--- src/rtl/core/esrd_pkg.sv ---
// ----------------------------------------------------------------------------
// esrd_pkg
// Shared types, constants and table functions of the shell density profile.
// ----------------------------------------------------------------------------
package esrd_pkg;

  typedef enum logic [1:0] {
    RGN_CORE  = 2'd0,
    RGN_SHELL = 2'd1,
    RGN_SOLV  = 2'd2
  } esrd_rgn_t;

  typedef struct packed {
    logic      vld;
    esrd_rgn_t rgn;
  } esrd_ctl_t;

  localparam int unsigned QBITS = 16;
  localparam int unsigned REM_W = 31;

  localparam logic [3:0] REG_CORE_RADIUS     = 4'd0;
  localparam logic [3:0] REG_SHELL_THICKNESS = 4'd1;
  localparam logic [3:0] REG_CORE_DENSITY    = 4'd2;
  localparam logic [3:0] REG_SHELL_DENSITY   = 4'd3;
  localparam logic [3:0] REG_INNER_FRACTION  = 4'd4;
  localparam logic [3:0] REG_OUTER_FRACTION  = 4'd5;
  localparam logic [3:0] REG_DECAY_RATE      = 4'd6;
  localparam logic [3:0] REG_SOLVENT_DENSITY = 4'd7;

  localparam logic [63:0] ONE60 = 64'h1000_0000_0000_0000;

  function automatic logic [63:0] mul_shr60(input logic [63:0] a, input logic [63:0] b);
    logic [127:0] p;
    p = {64'd0, a} * {64'd0, b};
    return p[123:60];
  endfunction

  // Taylor sum of exp(-s) for a step s in Q4.60.
  function automatic logic [63:0] exp_decay(input logic [63:0] step);
    logic [63:0] pos;
    logic [63:0] neg;
    logic [63:0] term;
    pos  = ONE60;
    neg  = 64'd0;
    term = ONE60;
    for (int n = 1; n <= 40; n++) begin
      term = mul_shr60(term, step) / 64'(n);
      if (n % 2 == 1) begin
        neg = neg + term;
      end else begin
        pos = pos + term;
      end
    end
    return pos - neg;
  endfunction

  function automatic logic [30:0] exp_entry(input logic [63:0] e, input int k);
    logic [63:0] v;
    v = ONE60;
    for (int j = 0; j < k; j++) begin
      v = mul_shr60(v, e);
    end
    return 31'((v + 64'h2000_0000) >> 30);
  endfunction

endpackage

--- src/rtl/core/esrd_div.sv ---
// ----------------------------------------------------------------------------
// esrd_div
// Pipelined restoring divider giving the 16-bit shell depth fraction.
// ----------------------------------------------------------------------------
module esrd_div (
  input  logic                clk,
  input  logic                rst_n,
  input  logic                en,
  input  esrd_pkg::esrd_ctl_t ctl_in,
  input  logic [30:0]         rem_in,
  input  logic [30:0]         divisor,
  output esrd_pkg::esrd_ctl_t ctl_out,
  output logic [15:0]         quo_out
);
  import esrd_pkg::*;

  esrd_ctl_t        ctl_r [QBITS];
  logic [REM_W-1:0] rem_r [QBITS];
  logic [QBITS-1:0] quo_r [QBITS];

  for (genvar k = 0; k < QBITS; k++) begin : g_stage
    esrd_ctl_t        ctl_prev;
    logic [REM_W-1:0] rem_prev;
    logic [QBITS-1:0] quo_prev;
    logic [REM_W:0]   shl;
    logic             ge;
    logic [REM_W:0]   rem_nxt;

    if (k == 0) begin : g_first
      assign ctl_prev = ctl_in;
      assign rem_prev = rem_in;
      assign quo_prev = '0;
    end else begin : g_next
      assign ctl_prev = ctl_r[k-1];
      assign rem_prev = rem_r[k-1];
      assign quo_prev = quo_r[k-1];
    end

    always_comb begin
      shl     = {rem_prev, 1'b0};
      ge      = shl >= {1'b0, divisor};
      rem_nxt = ge ? (shl - {1'b0, divisor}) : shl;
    end

    always_ff @(posedge clk) begin
      if (!rst_n) begin
        ctl_r[k].vld <= 1'b0;
      end else if (en) begin
        ctl_r[k].vld <= ctl_prev.vld;
      end
      if (en) begin
        ctl_r[k].rgn <= ctl_prev.rgn;
        rem_r[k]     <= rem_nxt[REM_W-1:0];
        quo_r[k]     <= {quo_prev[QBITS-2:0], ge};
      end
    end
  end

  assign ctl_out = ctl_r[QBITS-1];
  assign quo_out = quo_r[QBITS-1];

endmodule

--- config.mk ---
export PLATFORM = sky130hd
export DESIGN_NAME = esrd_div
export DESIGN_NICKNAME = d
export VERILOG_FILES = /design/src/rtl/core/esrd_pkg.sv /design/src/rtl/core/esrd_div.sv
export SDC_FILE = /design/constraint.sdc
export NUM_CORES = 2
export LEC_CHECK = 0
export ABC_AREA = 1
export BUFFER_PORTS_ARGS = -buffer_cell sky130_fd_sc_hd__buf_2
export CORE_MARGIN = 2
export CORE_UTILIZATION = 39
export DETAILED_ROUTE_END_ITERATION = 10
export GPL_TIMING_DRIVEN = 0
export PLACE_DENSITY_LB_ADDON = 0.25
export SLEW_MARGIN = 20
export SYNTH_ARGS = -nofsm -noshare
export SYNTH_HDL_FRONTEND = slang
export SYNTH_SLANG_ARGS = --single-unit
export TNS_END_PERCENT = 20
--- constraint.sdc ---
create_clock -name clk -period 7.5 [get_ports clk]
set_input_delay 1.5 -clock clk [delete_from_list [all_inputs] [get_ports clk]]
set_output_delay 1.5 -clock clk [all_outputs]
set_load 0.01 [all_outputs]
== Word-level counts from Yosys, hierarchy flattened ==
Memory sizes are Yosys's and may differ from the RTL's.
Index checks and enable logic that the tools add are counted.
Operators by class
  $add $sub $neg: 16
  multipliers: 0
  div/mod/pow operators: 0
  order comparisons: 16
  equal/unequal tests: 0
  shifts and indexed selects: 0
  multiplexer cells: 37
  bitwise gates (word level): 16
  reductions and logical operators: 0
Operators with widths (number)
  32-bit by 31-bit >= comparator with 1-bit output: 16
  31-bit 2-to-1 mux: 16
  31-bit subtractor: 16
  1-bit 2-to-1 mux: 21
  1-bit bitwise OR: 16
Word-level totals
  register bits: 0
  bits in latches: 0
  memory bits (writable): 800
  bits in read-only memories: 0
  input port bits: 68
  output and inout port bits: 19
  logic and storage cells: 88
  memories: 3
Memory list
  rem_r: depth 16, width 31, rd ports 15, clocked after Yosys merged registers in 0, wr ports 16, RTL line esrd_div.sv:18  | logic [REM_W-1:0] rem_r [QBITS];
  quo_r: depth 16, width 16, rd ports 16, clocked after Yosys merged registers in 0, wr ports 16, RTL line esrd_div.sv:19  | logic [QBITS-1:0] quo_r [QBITS];
  ctl_r: depth 16, width 3, rd ports 16, clocked after Yosys merged registers in 0, wr ports 16, RTL line esrd_div.sv:17  | esrd_ctl_t ctl_r [QBITS];

== Depth between registers and ports, before layout ==
  depth in word-level cells: 4
  mapped depth: 17
  mapped depth without buffers: 15

== Worst setup path before layout ==
Ideal clock, no wire load.
  path type: input to register
  from: input port divisor[0]
  to: memory rem_r[4][25], in the netlist rem_r[0][149] (data pin)
  library setup time: 0.253 ns
  data arrival time: 4.762 ns
  required time: 7.247 ns
  path slack: 2.485 ns
  stages: 17
  path buffers: 4
  path through: inv_2 -> buf_2 -> buf_2 -> clkbuf_1 -> fa_1 -> nand3_1 -> nand3_1 -> nand2_1 -> nand2_1 -> nand2_1 -> nand3_1 -> nand2_1 -> nand2_2 -> inv_2 -> buf_6 -> nand2_1 -> nand2_1
RTL lines
  start, declared: RTL line esrd_div.sv:11  | input logic [30:0] divisor,
  end, declared: RTL line esrd_div.sv:18

==> flow_metrics.env <==
export IMPL_power_w=0.0285
export IMPL_hold_path_class="reg -> reg"
export IMPL_setup_violations=0
export IMPL_nets=10500
export IMPL_initial_utilization=0.391
export IMPL_pwr_share_clk=0.148
export IMPL_clk_latency_ns=0.72
export IMPL_fmax_ghz=0.189
export IMPL_cts_made_buffers=86
export IMPL_synth_cell_types=38
export IMPL_wirelength_um=220000
export IMPL_placed_cells=11900
export IMPL_routedWlPerCell_um=18.3
export IMPL_relSlewSlack=0.497
export IMPL_cts_tree="yes"
export IMPL_yosysWarnings=0
export IMPL_first_iter_violations=5079
export IMPL_grt_pass1_wl_um=328000
export IMPL_synthFlopType="edfxtp_1"
export IMPL_antenna_found_initial=11
export IMPL_hold_viol_final=0
export IMPL_vias=59300
export IMPL_end_kind="register"
export IMPL_cts_hold_buffers=0
export IMPL_crit_top_cell="nand2_1"
export IMPL_overflow=0
export IMPL_status="completed"
export IMPL_fill_cells=16600
export IMPL_die_area_sq_um=162000
export IMPL_areaGrowthSynthToFinish_pct=11.0
export IMPL_p_int_w=0.0142
export IMPL_die_h_um=402
export IMPL_async_reset_ff_frac=0
export IMPL_fp_dieW_um=402
export IMPL_p_sw_frac=0.503
export IMPL_path_buf_inv=8
export IMPL_crit_chain="buf_2 -> inv_2 -> buf_2 -> buf_2 -> clkbuf_4 -> buf_12 -> fa_1 -> nand3_1 -> nand3_1 -> nand2_1 -> nand2_1 -> nand2_1 -> nand3_1 -> nand2_1 -> nand2_2 -> inv_2 -> buf_6 -> nand2_1 -> nand2_1"
export IMPL_post_route_min_period_ns=5.28
export IMPL_path_class="in -> reg"
export IMPL_p_sw_w=0.0144
export IMPL_ys_ff_latch=649
export IMPL_drive_gt1_frac=0.0476
export IMPL_crit_family="buffers and inverters"
export IMPL_cpPeakStageDelay_ns=0.56
export IMPL_core_area_sq_um=158000
export IMPL_final_max_slew_violation_count=0
export IMPL_grt_pass1_vias=55200
export IMPL_layout_common_cells="nand2_1, inv_1, edfxtp_1, nor2_1, nand3_1"
export IMPL_synth_edf_count=648
export IMPL_via_per_inst=4.93
export IMPL_synth_nets=10300
export IMPL_gp_congestion=0.942
export IMPL_drc=0
export IMPL_start_kind="input pin"
export IMPL_syn_area_per_cell_sq_um=6.39
export IMPL_rows=146
export IMPL_firstDrtPassIters=7
export IMPL_cts_sinks=649
export IMPL_seqCellArea_sq_um=19500
export IMPL_cp_required_ns=7.88
export IMPL_critical_path_max_fanout=22
export IMPL_p_per_area_nw_per_um2=416
export IMPL_max_slew_worst_pin_slew_ns=0.754
export IMPL_cts_root_buf="clkbuf_16"
export IMPL_rsz0062_at_grt="no"
export IMPL_min_period_over_period=0.704
export IMPL_dp_hpwl_um=172000
export IMPL_seq_area_frac_synth=0.315
export IMPL_comb_power_share=0.602
export IMPL_path_clk_slew_ns=0.06
export IMPL_layoutNonFillerInstCount=12000
export IMPL_cp_arrival_ns=5.66
export IMPL_maxCapViolations=0
export IMPL_skew_ns=0.0298
export IMPL_io_pin_count=87
export IMPL_multi_input_area_sq_um=34700
export IMPL_io_buffers=86
export IMPL_grt_max_degree=101
export IMPL_ctsLongestPathBuffers=3
export IMPL_syn_cell_area_sq_um=61900
export IMPL_ant_nets=0
export IMPL_ir_drop_v=0.000207
export IMPL_cpMaxStageDelayCell="buf_2"
export IMPL_h_tree_depth=3
export IMPL_cts_resized=0
export IMPL_netlist_instances=9676
export IMPL_mostFrequentLayoutCell="nand2_1"
export IMPL_fin_worst_hold_slack_ns=0.402
export IMPL_grt_use_total=0.267
export IMPL_power_leakage_nw=38.3
export IMPL_seqPwrFrac=0.251
export IMPL_cts_setup_buffers=0
[final cells by class]
class | count | share of cell area
multi-input combinational | 7119 | 0.506
sequential | 649 | 0.284
inverter | 1809 | 0.0995
tap | 2072 | 0.0378
clock buffer | 98 | 0.0325
timing repair buffer | 123 | 0.0185
buffer | 99 | 0.0129
clock inverter | 60 | 0.00928
antenna | 2 | 0.0000729
[flip-flops by register name, summed over array words and instances, names as in the netlist]
register,count
quo_r,136
ctl_r,48
rem_r,465
[path summary, 6_finish.rpt]
check / startpoint / endpoint / slack, ns / cells past startpoint
max: divisor[0] / rem_r[0][85] / 2.22 / 19
min: ctl_r[7][1] / ctl_r[8][1] / 0.40 / 0
max reg2reg: rem_r[0][32] / rem_r[0][85] / 4.71 / 13
min reg2reg: ctl_r[7][1] / ctl_r[8][1] / 0.40 / 0
[per-layer routing]
layer / up-vias / track usage / wire length, um
li1: 30400 / - / -
met1: 26700 / 0.355 / 97300
met2: 1824 / 0.437 / 99000
met3: 397 / 0.0333 / 13400
met4: 0 / 0.109 / 10300
met5: - / 0 / 0
[metrics by stage]
step | cell area, sq um | TNS (ns) | worst slack (ns) | utilization
final | 68600 | 0 | 2.22 | 0.434
after global routing | 68600 | 0 | 2.18 | 0.434
after CTS | 68600 | 0 | 2.35 | 0.434
after detailed placement | 65800 | 0 | 1.60 | 0.416
after global placement | 64900 | -3476.00 | -6.75 | 0.411
after floorplan | 61900 | 0 | 2.48 | -
[cells by family (layout without fill, tap and decap cells)]
family                     after synthesis  count (layout)  synth area share
and+or+nand+nor                       6031            6031             0.394
buffers and inverters                 1908            2189             0.124
DFF                                    649             649             0.315
adders and majority gates              510             510             0.105
AOI/OAI and AO/OA                      353             353            0.0306
xor gates and xnor gates               225             225            0.0319
other                                    0               2                 0
[cells in the mapped netlist (2+ instances only)]
| cell type | count | share of area |
|---|---|---|
| a21oi_1 | 262 | 0.021 |
| and2_1 | 69 | 0.0070 |
| and3_1 | 6 | 0.00061 |
| buf_2 | 6 | 0.00049 |
| buf_4 | 44 | 0.0053 |
| buf_6 | 45 | 0.0082 |
| clkbuf_1 | 4 | 0.00024 |
| clkinv_1 | 12 | 0.00073 |
| edfxtp_1 | 648 | 0.31 |
| fa_1 | 15 | 0.0049 |
| ha_1 | 495 | 0.10 |
| inv_1 | 1779 | 0.11 |
| inv_2 | 18 | 0.0011 |
| nand2_1 | 4422 | 0.27 |
| nand2_2 | 22 | 0.0022 |
| nand3_1 | 627 | 0.051 |
| nand3b_1 | 54 | 0.0066 |
| nand4_1 | 108 | 0.011 |
| nor2_1 | 645 | 0.039 |
| nor2_2 | 15 | 0.0015 |
| nor2_4 | 4 | 0.00073 |
| nor3_1 | 29 | 0.0023 |
| nor4_1 | 2 | 0.00020 |
| o21a_1 | 2 | 0.00024 |
| o21ai_0 | 22 | 0.0018 |
| o21ai_1 | 19 | 0.0015 |
| o21bai_1 | 45 | 0.0055 |
| or2_2 | 24 | 0.0024 |
| xnor2_1 | 2 | 0.00028 |
| xor2_1 | 223 | 0.032 |
[power by group through the flow]
stage,clock network [W],registers (W),logic (W)
after floorplan,0,0.00657,0.0122
after global placement,0,0.00729,0.0167
after detailed placement,0,0.00722,0.0169
after CTS,0.00435,0.00716,0.0170
after global routing,0.00448,0.00723,0.0193
final,0.00422,0.00715,0.0172
[worst reg2reg max path: stages, from the launching register on]
cell and delay, ns:
edfxtp_1 0.50, ha_1 0.45, nand3_1 0.10, nand3_1 0.16, nand2_1 0.07, nand2_1 0.17, nand2_1 0.09, nand3_1 0.15
nand2_1 0.09, nand2_2 0.13, inv_2 0.10, buf_6 0.16, nand2_1 0.09, nand2_1 0.21
(Power assumes the default switching activity.)
